==> src/sv/iprt_pkg.sv <==
// Shared types and constants for the IPv4 route table
`timescale 1ns / 1ps
`default_nettype none
package iprt_pkg;

  localparam int ADDR_W     = 32;
  localparam int INTF_ID_W  = 4;
  localparam int INTF_MAX_W = 8;

  localparam logic OP_LOOKUP = 1'b0;
  localparam logic OP_INSERT = 1'b1;

  localparam logic ST_OK   = 1'b0;
  localparam logic ST_FULL = 1'b1;

  typedef struct packed {
    logic accept;
    logic rd_en;
    logic load_out;
  } iprt_cmd_t;

  typedef struct packed {
    logic op_insert;
    logic empty;
    logic scan_last;
    logic out_free;
  } iprt_sts_t;

endpackage
`default_nettype wire

==> src/sv/iprt_ctrl.sv <==
// Sequencer for insert and lookup words of the route table
`timescale 1ns / 1ps
`default_nettype none
module iprt_ctrl (
  input  wire logic              clk,
  input  wire logic              rst,
  input  wire logic              in_valid,
  output logic                   in_stall,
  input  iprt_pkg::iprt_sts_t    sts,
  output iprt_pkg::iprt_cmd_t    cmd
);
  import iprt_pkg::*;

  typedef enum logic [1:0] {
    S_IDLE,
    S_SCAN,
    S_DRAIN,
    S_DONE
  } state_t;

  state_t state;

  always_comb begin
    cmd.accept   = (state == S_IDLE) && in_valid;
    cmd.rd_en    = (state == S_SCAN);
    cmd.load_out = (state == S_DONE) && sts.out_free;
    in_stall     = (state != S_IDLE);
  end

  always_ff @(posedge clk) begin
    if (rst) begin
      state <= S_IDLE;
    end else begin
      case (state)
        S_IDLE: begin
          if (in_valid) begin
            // inserts and lookups on an empty table need no walk
            if (sts.op_insert || sts.empty) begin
              state <= S_DONE;
            end else begin
              state <= S_SCAN;
            end
          end
        end
        S_SCAN: begin
          if (sts.scan_last) begin
            state <= S_DRAIN;
          end
        end
        S_DRAIN: begin
          state <= S_DONE;
        end
        S_DONE: begin
          if (sts.out_free) begin
            state <= S_IDLE;
          end
        end
        default: begin
          state <= S_IDLE;
        end
      endcase
    end
  end

endmodule
`default_nettype wire

==> src/sv/iprt_dp.sv <==
// Route memory, match compare, best-route registers and output word register
`timescale 1ns / 1ps
`default_nettype none
module iprt_dp #(
  parameter int ENTRIES   = 16,
  parameter int INTF_BITS = 4
) (
  input  wire logic                              clk,
  input  wire logic                              rst,
  input  iprt_pkg::iprt_cmd_t                    cmd,
  output iprt_pkg::iprt_sts_t                    sts,
  input  wire logic                              opcode,
  input  wire logic [iprt_pkg::ADDR_W-1:0]       address,
  input  wire logic [iprt_pkg::ADDR_W-1:0]       net_mask,
  input  wire logic [iprt_pkg::ADDR_W-1:0]       gateway_addr,
  input  wire logic [iprt_pkg::INTF_ID_W-1:0]    intf_id,
  output logic                                   out_valid,
  input  wire logic                              out_stall,
  output logic                                   hit,
  output logic [iprt_pkg::ADDR_W-1:0]            next_hop,
  output logic [iprt_pkg::INTF_ID_W-1:0]         out_intf,
  output logic                                   status
);
  import iprt_pkg::*;

  localparam int IDX_W   = (ENTRIES > 1) ? $clog2(ENTRIES) : 1;
  localparam int CNT_W   = $clog2(ENTRIES + 1);
  localparam int ENTRY_W = 3 * ADDR_W + INTF_BITS;

  logic [ENTRY_W-1:0]   mem [ENTRIES];
  logic [ENTRY_W-1:0]   rd_data;
  logic                 rd_valid;

  logic [CNT_W-1:0]     fill_count;
  logic [IDX_W-1:0]     scan_idx;
  logic                 full;
  logic                 wr_en;

  logic                 op_q;
  logic                 refused_q;
  logic [ADDR_W-1:0]    addr_q;

  logic                 found;
  logic [ADDR_W-1:0]    best_mask;
  logic [ADDR_W-1:0]    best_gw;
  logic [INTF_BITS-1:0] best_intf;

  logic [ADDR_W-1:0]    rd_dest;
  logic [ADDR_W-1:0]    rd_mask;
  logic [ADDR_W-1:0]    rd_gw;
  logic [INTF_BITS-1:0] rd_intf;
  logic                 take;

  logic [INTF_MAX_W-1:0] intf_in_wide;
  logic [INTF_BITS-1:0]  intf_st;
  logic [INTF_MAX_W-1:0] intf_out_wide;

  assign full  = (fill_count == CNT_W'(ENTRIES));
  assign wr_en = cmd.accept && (opcode == OP_INSERT) && !full;

  always_comb begin
    intf_in_wide = '0;
    intf_in_wide[INTF_ID_W-1:0] = intf_id;
    intf_st = intf_in_wide[INTF_BITS-1:0];
    intf_out_wide = '0;
    intf_out_wide[INTF_BITS-1:0] = best_intf;
  end

  assign rd_dest = rd_data[ENTRY_W-1 -: ADDR_W];
  assign rd_mask = rd_data[INTF_BITS + 2*ADDR_W - 1 -: ADDR_W];
  assign rd_gw   = rd_data[INTF_BITS + ADDR_W - 1 -: ADDR_W];
  assign rd_intf = rd_data[INTF_BITS-1:0];

  // strictly greater mask wins, so an earlier slot keeps a tie
  assign take = rd_valid && ((addr_q & rd_mask) == rd_dest) &&
                (!found || (rd_mask > best_mask));

  always_comb begin
    sts.op_insert = (opcode == OP_INSERT);
    sts.empty     = (fill_count == '0);
    sts.scan_last = (({1'b0, CNT_W'(scan_idx)} + (CNT_W+1)'(1)) == {1'b0, fill_count});
    sts.out_free  = !out_valid || !out_stall;
  end

  always_ff @(posedge clk) begin
    if (wr_en) begin
      mem[fill_count[IDX_W-1:0]] <= {address, net_mask, gateway_addr, intf_st};
    end
    if (cmd.rd_en) begin
      rd_data <= mem[scan_idx];
    end
  end

  always_ff @(posedge clk) begin
    if (rst) begin
      fill_count <= '0;
      rd_valid   <= 1'b0;
      scan_idx   <= '0;
      found      <= 1'b0;
      out_valid  <= 1'b0;
    end else begin
      rd_valid <= cmd.rd_en;
      if (wr_en) begin
        fill_count <= fill_count + CNT_W'(1);
      end
      if (cmd.accept) begin
        scan_idx <= '0;
        found    <= 1'b0;
      end else begin
        if (cmd.rd_en) begin
          scan_idx <= scan_idx + IDX_W'(1);
        end
        if (take) begin
          found <= 1'b1;
        end
      end
      if (cmd.load_out) begin
        out_valid <= 1'b1;
      end else if (!out_stall) begin
        out_valid <= 1'b0;
      end
    end
  end

  always_ff @(posedge clk) begin
    if (cmd.accept) begin
      op_q      <= opcode;
      refused_q <= full;
      addr_q    <= address;
    end
    if (take) begin
      best_mask <= rd_mask;
      best_gw   <= rd_gw;
      best_intf <= rd_intf;
    end
    if (cmd.load_out) begin
      if (op_q == OP_INSERT) begin
        hit      <= 1'b0;
        next_hop <= '0;
        out_intf <= '0;
        status   <= refused_q ? ST_FULL : ST_OK;
      end else begin
        hit      <= found;
        // on-link route: forward straight to the looked-up address
        next_hop <= !found ? '0 : ((best_gw != '0) ? best_gw : addr_q);
        out_intf <= found ? intf_out_wide[INTF_ID_W-1:0] : '0;
        status   <= ST_OK;
      end
    end
  end

endmodule
`default_nettype wire

==> src/sv/ipv4_route_table_lookup_top.sv <==
// Top level of the IPv4 route table with longest-prefix lookup
//
//   channel | handshake           | fields
//   --------+---------------------+---------------------------------------------
//   in      | in_valid / in_stall | opcode, address, net_mask, gateway_addr, intf_id
//   out     | out_valid/out_stall | hit, next_hop, out_intf, status
//
// An insert word, or a lookup on an empty table, loads its result from the done state
// once the output is free; any other lookup first walks all stored routes, as the
// sequencer reads one stored route per cycle and compares it once it is registered.
// A result waits while the previous word is still stalled; the next input word is
// taken the cycle after the result loads, even while that result is still stalled.
// rst is synchronous; it empties the table and drops any pending result word.
`timescale 1ns / 1ps
`default_nettype none
module ipv4_route_table_lookup_top #(
  parameter int ENTRIES   = 16,
  parameter int INTF_BITS = 4
) (
  input  wire logic                              clk,
  input  wire logic                              rst,
  input  wire logic                              in_valid,
  output logic                                   in_stall,
  input  wire logic                              opcode,
  input  wire logic [iprt_pkg::ADDR_W-1:0]       address,
  input  wire logic [iprt_pkg::ADDR_W-1:0]       net_mask,
  input  wire logic [iprt_pkg::ADDR_W-1:0]       gateway_addr,
  input  wire logic [iprt_pkg::INTF_ID_W-1:0]    intf_id,
  output logic                                   out_valid,
  input  wire logic                              out_stall,
  output logic                                   hit,
  output logic [iprt_pkg::ADDR_W-1:0]            next_hop,
  output logic [iprt_pkg::INTF_ID_W-1:0]         out_intf,
  output logic                                   status
);
  import iprt_pkg::*;

  iprt_cmd_t cmd;
  iprt_sts_t sts;

  iprt_ctrl u_ctrl (
    .clk      (clk),
    .rst      (rst),
    .in_valid (in_valid),
    .in_stall (in_stall),
    .sts      (sts),
    .cmd      (cmd)
  );

  iprt_dp #(
    .ENTRIES   (ENTRIES),
    .INTF_BITS (INTF_BITS)
  ) u_dp (
    .clk          (clk),
    .rst          (rst),
    .cmd          (cmd),
    .sts          (sts),
    .opcode       (opcode),
    .address      (address),
    .net_mask     (net_mask),
    .gateway_addr (gateway_addr),
    .intf_id      (intf_id),
    .out_valid    (out_valid),
    .out_stall    (out_stall),
    .hit          (hit),
    .next_hop     (next_hop),
    .out_intf     (out_intf),
    .status       (status)
  );

endmodule
`default_nettype wire

==> config.mk <==
export PLATFORM = sky130hd
export DESIGN_NAME = ipv4_route_table_lookup_top
export DESIGN_NICKNAME = d
export VERILOG_FILES = /design/src/sv/iprt_pkg.sv /design/src/sv/iprt_ctrl.sv /design/src/sv/iprt_dp.sv /design/src/sv/ipv4_route_table_lookup_top.sv
export SDC_FILE = /design/constraint.sdc
export NUM_CORES = 2
export LEC_CHECK = 0
export BUFFER_PORTS_ARGS = -buffer_cell sky130_fd_sc_hd__clkbuf_2
export CORE_ASPECT_RATIO = 0.6
export CORE_MARGIN = 1.5
export CORE_UTILIZATION = 67
export CTS_BUF_LIST = sky130_fd_sc_hd__clkbuf_4 sky130_fd_sc_hd__clkbuf_8 sky130_fd_sc_hd__clkbuf_16
export CTS_CLUSTER_SIZE = 20
export DETAILED_ROUTE_END_ITERATION = 10
export PLACE_DENSITY = 0.81
export SETUP_SLACK_MARGIN = 0.3
export SYNTH_ARGS = -nofsm -noshare
export SYNTH_HDL_FRONTEND = slang
export SYNTH_SLANG_ARGS = --single-unit
==> constraint.sdc <==
create_clock -name clk -period 25.2 [get_ports clk]
set_input_delay 2.52 -clock clk [delete_from_list [all_inputs] [get_ports clk]]
set_output_delay 2.52 -clock clk [all_outputs]
set_load 0.005 [all_outputs]
# After elaboration in Yosys (flattened, before gate mapping)
# Memories as Yosys holds them, arrays and structs flattened. A register that Yosys moved wholly into a read port is not among the register bits.
# Cells that the tools add are included.
totals:
  ff_bits: 154
  ram_bits: 1600
  inputBits: 105
  output_inout_bits: 40
  elab_cells: 64
  mem_count: 1
mem_list:
  columns: ["name", "depth", "width", "rd", "rd_ports_with_merged_regs", "wr", "line", "text"]
  rows:
  - ["u_dp.mem", 16, 100, 1, 1, 1, "iprt_dp.sv:30", "logic [ENTRY_W-1:0] mem [ENTRIES];"]
op_classes:
  add_sub_neg: 3
  magnitude_cmp: 1
  n_eq_ne: 10
  n_mux: 11
  bitwise: 2
  reduce_logical: 20
op_table:
  columns: ["operator", "count"]
  rows:
  - ["$and A32 B32 Y32", 1]
  - ["$eq A32 B32 Y1", 1]
  - ["$gt A32 B32 Y1", 1]
  - ["$mux W32", 1]
  - ["$reduce_bool A32 Y1", 1]
  - ["$mux W2", 4]
  - ["$pmux W2 S4", 1]
  - ["$eq A6 B5 Y1", 1]
  - ["$logic_and A1 B1 Y1", 6]
  - ["$add A4 B1 Y5 const B", 1]
  - ["$add A5 B1 Y5 const B", 1]
  - ["$eq A5 B5 Y1 const B", 1]
  - ["$logic_not A5 Y1", 1]
  - ["$mux W1", 5]
  - ["$add A4 B1 Y4 const B", 1]
  - ["$eq A2 B2 Y1 const B", 2]
  - ["$logic_not A1 Y1", 4]
  - ["$ne A2 B1 Y1 const B", 2]
  - ["$ne A2 B2 Y1 const B", 2]
  - ["$reduce_or A2 Y1", 2]
  - ["$logic_or A1 B1 Y1", 3]
  - ["$reduce_and A3 Y1", 1]
  - ["$eq A2 B1 Y1 const B", 1]
  - ["$logic_not A2 Y1", 1]
  - ["2 further kinds", 2]

# Depth between registers and ports, before layout
logic_depth:
  word_depth: 6
  depth_mapped: 9
  depth_no_buf: 8

# Cells and area by module
# From an unflattened synthesis, not the netlist that was laid out.
unflattened:
  cells_unflattened: 2914
  area_unflattened_um2: 70268.6
modules_own_cells:
  columns: ["mod", "n_inst", "cells_per_inst", "area_per_inst_um2"]
  rows:
  - ["iprt_dp", 1, 2890, 70063.4]
  - ["iprt_ctrl", 1, 24, 205.2]

# Least setup slack after synthesis
# OpenSTA, ideal clock, no wires.
synth_path:
  kind: "input to register"
  from: "in in_valid"
  to: "mem u_dp.mem[3][0] (netlist bit) (enable)"
  setup_time_ps: 682
  arrival_time_ps: 9898
  required_time_ps: 24518
  path_slack_ps: 14620
  stages: 4
  cell_sequence: "nand3_1 -> a31oi_2 -> nand2_1 -> nor3_1"
synth_between:
  elab_chain_len: 5
synth_rtl:
  columns: ["item", "line", "text"]
  rows:
  - ["from (decl)", "ipv4_route_table_lookup_top.sv:22", "input wire logic in_valid,"]
  - ["$logic_and A1 B1 Y1", "iprt_ctrl.sv:24", "cmd.accept = (state == S_IDLE) && in_valid;"]
  - ["$logic_and A1 B1 Y1 (2 in a row)", "iprt_dp.sv:59", "assign wr_en = cmd.accept && (opcode == OP_INSERT) && !full;"]
  - ["$mux W1", "iprt_dp.sv:86", "if (wr_en) begin"]
  - ["$mux W1 (not written as such)", "iprt_dp.sv:87", "mem[fill_count[IDX_W-1:0]] <= {address, net_mask, gateway_addr, intf_st};"]
  - ["to (decl)", "iprt_dp.sv:30", null]
# Every way passes these cells.

# Worst setup path in the final report
layout_path:
  from: "in opcode"
  to: "mem u_dp.mem[15][48] (netlist bit) (enable)"
layout_between:
  elab_chain_len: 4
layout_rtl:
  columns: ["item", "line", "text"]
  rows:
  - ["from (decl)", "ipv4_route_table_lookup_top.sv:24", "input wire logic opcode,"]
  - ["$logic_and A1 B1 Y1 (2 in a row)", "iprt_dp.sv:59", null]
  - ["$mux W1", "iprt_dp.sv:86", null]
  - ["$mux W1 (not written as such)", "iprt_dp.sv:87", null]
# Every way passes these cells.

==> metrics.csv <==
stage,metric,value,unit
drt,Post-Route WL,174100,um
flow_run,max_cap viols,0,
logic_synthesis,Synth area leader,edfxtp_1,
grt,Congestion Overflow GR,0,
worst_setup_path,origin of the critical flop-to-flop path,u_dp.scan_idx[0]$_SDFFE_PP0P_,
grt,met1 global-route usage,0.4850,
power_and_ir_drop,leakage power,23.87,nW
logic_synthesis,Synth async-reset ratio,0,
sta,post-route setup slack,19.49,ns
worst_setup_path,worst reg2reg setup slack,20.00,ns
die,Core Footprint,102900,um^2
worst_setup_path,"Cell Chain, Critical Path",clkbuf_2 -> nand3_1 -> a31oi_2 -> nand2_1 -> nor2_4 -> buf_4 -> buf_4,
worst_setup_path,Worst EP required,25.60,ns
die,Initial Util,0.6776,
sta,Sum Neg Setup Slack,0,ns
die,floorplan row count,91,
logic_synthesis,Synth Area per Inst,24.48,um^2
place,HPWL Detailed,87100,um
finish,nets,3226,
worst_setup_path,CP max-delay cell,buf_4,
clock_tree,worst skew pair latency,0.80,ns
clock_tree,cts bufs inserted,154,
drt,DR DRC count,0,
clock_tree,CTS tree,yes,
worst_setup_path,Worst path most repeated cell,buf_4,
sta,measured slew at the worst slew-check pin,1.325,ns
logic_synthesis,net count after synthesis,2996,
sta,fin crit share,0.2265,
logic_synthesis,Mapped Area,69740,um^2
sta,skew final,0.02817,ns
clock_tree,Root Driver,clkbuf_16,
sta,Final setup viols,0,
min_path,worst hold path type,flip-flop to flip-flop,
drt,DR vias,33389,
clock_tree,post-CTS setup buffers,0,
min_path,Hold Path Origin,u_dp.rd_data[15]$_DFFE_PP_,
grt,GR Util met3,0.06969,
sta,Peak Freq,175.2,MHz
die,Top Ports,145,
logic_synthesis,number of synthesized flops with an enable pin,1840,
power_and_ir_drop,Peak supply drop,0.06819,mV
clock_tree,# clock sinks,1854,
drt,Pre-antenna DRT Iters,6,
worst_setup_path,Buf/Inv on CP,3,
sta,RSZ-0062 raised after global routing,no,
finish,Fill cells,5177,
finish,area grow syn2layout,10.95,%
clock_tree,deepest clock path buffer count,3,
grt,global route hottest layer,met2,
drt,mean routed wirelength per cell,37.68,um
worst_setup_path,Worst Path Max Fanout,45,
grt,first-pass GRT wire length,247400,um
min_path,number of cells on the worst hold path,0,
worst_setup_path,largest stage delay on the critical path,0.84,ns
worst_setup_path,CP top delay family,buffers and inverters,
power_and_ir_drop,Pwr Density,89.92,nW/um^2
logic_synthesis,synthesis warning total,0,
grt,initial antenna violation count,22,
sta,Final Hold Fails,0,
clock_tree,post-cts resize count,0,
place,DP Worst Slack,18.79,ns
sta,fin. max-slew vios,0,
logic_synthesis,Synth top area share,0.7923,
drt,DRT antenna net count,0,
finish,most frequent cells in the layout,"edfxtp_1, mux4_2, clkbuf_16",
sta,post-layout minimum cycle time,5.707,ns
status,outcome,"complete, no violations",
grt,met2 Usage GRT,0.5287,
logic_synthesis,post-synthesis cell type count,41,
worst_setup_path,RR Endpoint,u_dp.rd_data[76]$_DFFE_PP_,
logic_synthesis,dominant cells by area after synthesis,"edfxtp_1, mux4_2, ha_1",
worst_setup_path,FF-to-FF path depth,5,
worst_setup_path,CP arrival,6.11,ns
worst_setup_path,CP Class,input pin to flip-flop,
clock_tree,hold buffers post-CTS,0,
clock_tree,total number of H-tree levels,4,
sta,worst hold slack,0.4208,ns
die,chip width,419.5,um
grt,number of global-route vias before repair,33558,
drt,via/cell ratio,7.225,
logic_synthesis,ys flop type,edfxtp_1,
die,die area,106100,um^2
logic_synthesis,Mapped Cells,2849,
worst_setup_path,CP startpoint kind,input pin,
grt,pin count of the biggest net entering global routing,169,
drt,Iter 0 DRT Violations,5191,
worst_setup_path,Worst setup EP type,flip-flop,
place,port buffer count,144,
die,Die Y,252.9,um
logic_synthesis,number of synthesized register bits,1854,
finish,"leading cell type in the layout, fill and taps excluded",edfxtp_1,
min_path,hold worst-path end,u_dp.best_gw[11]$_DFFE_PP_,
place,RePlAce Congestion,0.8240,
logic_synthesis,"Seq/Total Area, Yosys",0.7963,
sta,max_slew headroom,0.1164,
finish,layout cells sized above 1,0.3064,
clock_tree,Worst-path clk slew,0.07,ns
grt,total track usage,0.3390,
[kinds of logic (layout without fill, tap and decap cells)]
kind of cell,after synthesis,in the layout,synth area share
adders and majority gates,42,42,0.007535
AOI/OAI and AO/OA,69,69,0.005634
buffers and inverters,167,529,0.01191
and+or+nand+nor,171,171,0.01134
xor gates and xnor gates,44,44,0.005526
other,0,15,0
DFF,1854,1854,0.7963
muxes,502,502,0.1618
[cell usage after synthesis, drive strengths merged (10+ instances only)]
master	n
buf	69
nor2	63
clkbuf	57
ha	42
xnor2	11
nor4	10
nand4	16
inv	41
a21oi	48
nand3	10
dfxtp	14
xor2	33
nand2	42
mux4	500
edfxtp	1840
[through the flow]
| step | total power, mW | cells | cell area [um^2] | util |
|---|---|---|---|---|
| final | 6.957 | 4621 | 77370 | 0.7517 |
| after global routing | 7.124 | 4617 | 77360 | 0.7516 |
| after CTS | 6.973 | 4606 | 77340 | 0.7513 |
| after detailed placement | 4.499 | 4318 | 72130 | 0.7008 |
| after global placement | 4.465 | 4318 | 72130 | 0.7008 |
| after floorplan | 4.241 | 2849 | 69740 | - |
[sequential cells by signal, indices dropped and copies added (netlist names), 2 cells and up]
register         count
u_dp.best_mask      32
u_ctrl.state         2
u_dp.scan_idx        4
u_dp.rd_data       100
u_dp.mem          1600
u_dp.out_intf        4
u_dp.addr_q         32
u_dp.best_intf       4
u_dp.fill_count      5
u_dp.best_gw        32
u_dp.next_hop       32
[where the power goes]
group	total [mW]	leakage, nW	switching, mW	internal [mW]
logic	0.824	4.54	0.441	0.383
registers	3.65	16.7	0.108	3.54
clock network	2.49	2.60	1.10	1.39
[metal layers]
metal / up-vias / wire length, um
li1: 12614 / -
met1: 17704 / 62350
met2: 2675 / 85450
met3: 380 / 19990
met4: 16 / 6221
met5: - / 90
[final cells by class]
class	count	area, um^2	share of cell area
clock inverter	90	864.6	0.01117
inverter	41	153.9	0.001989
clock buffer	198	4337	0.05605
timing repair buffer	200	1154	0.01491
multi-input combinational	828	13530	0.1749
antenna	15	37.54	0.0004851
sequential	1854	55550	0.7179
tap	1395	1745	0.02256
[worst max-delay path by stage]
stage	from	end	slack, ns	cells after the start
finish	opcode	u_dp.mem[15][48]$_DFFE_PP_	19.49	7
floorplan	in_valid	u_dp.mem[3][0]$_DFFE_PP_	14.62	4
CTS	opcode	u_dp.mem[15][48]$_DFFE_PP_	19.59	7
global placement	in_valid	u_dp.mem[15][48]$_DFFE_PP_	18.84	7
global route	opcode	u_dp.mem[15][48]$_DFFE_PP_	19.44	7
detailed placement	opcode	u_dp.mem[15][48]$_DFFE_PP_	18.79	7
[worst reg2reg max path: cells and delay by family, from the launching register on]
| kind | cells | cell delay (ns) |
|---|---|---|
| buf+inv | 3 | 2.77 |
| mux | 2 | 1.22 |
| flops | 1 | 0.93 |
Note: power is estimated with default switching activity, not from simulation.
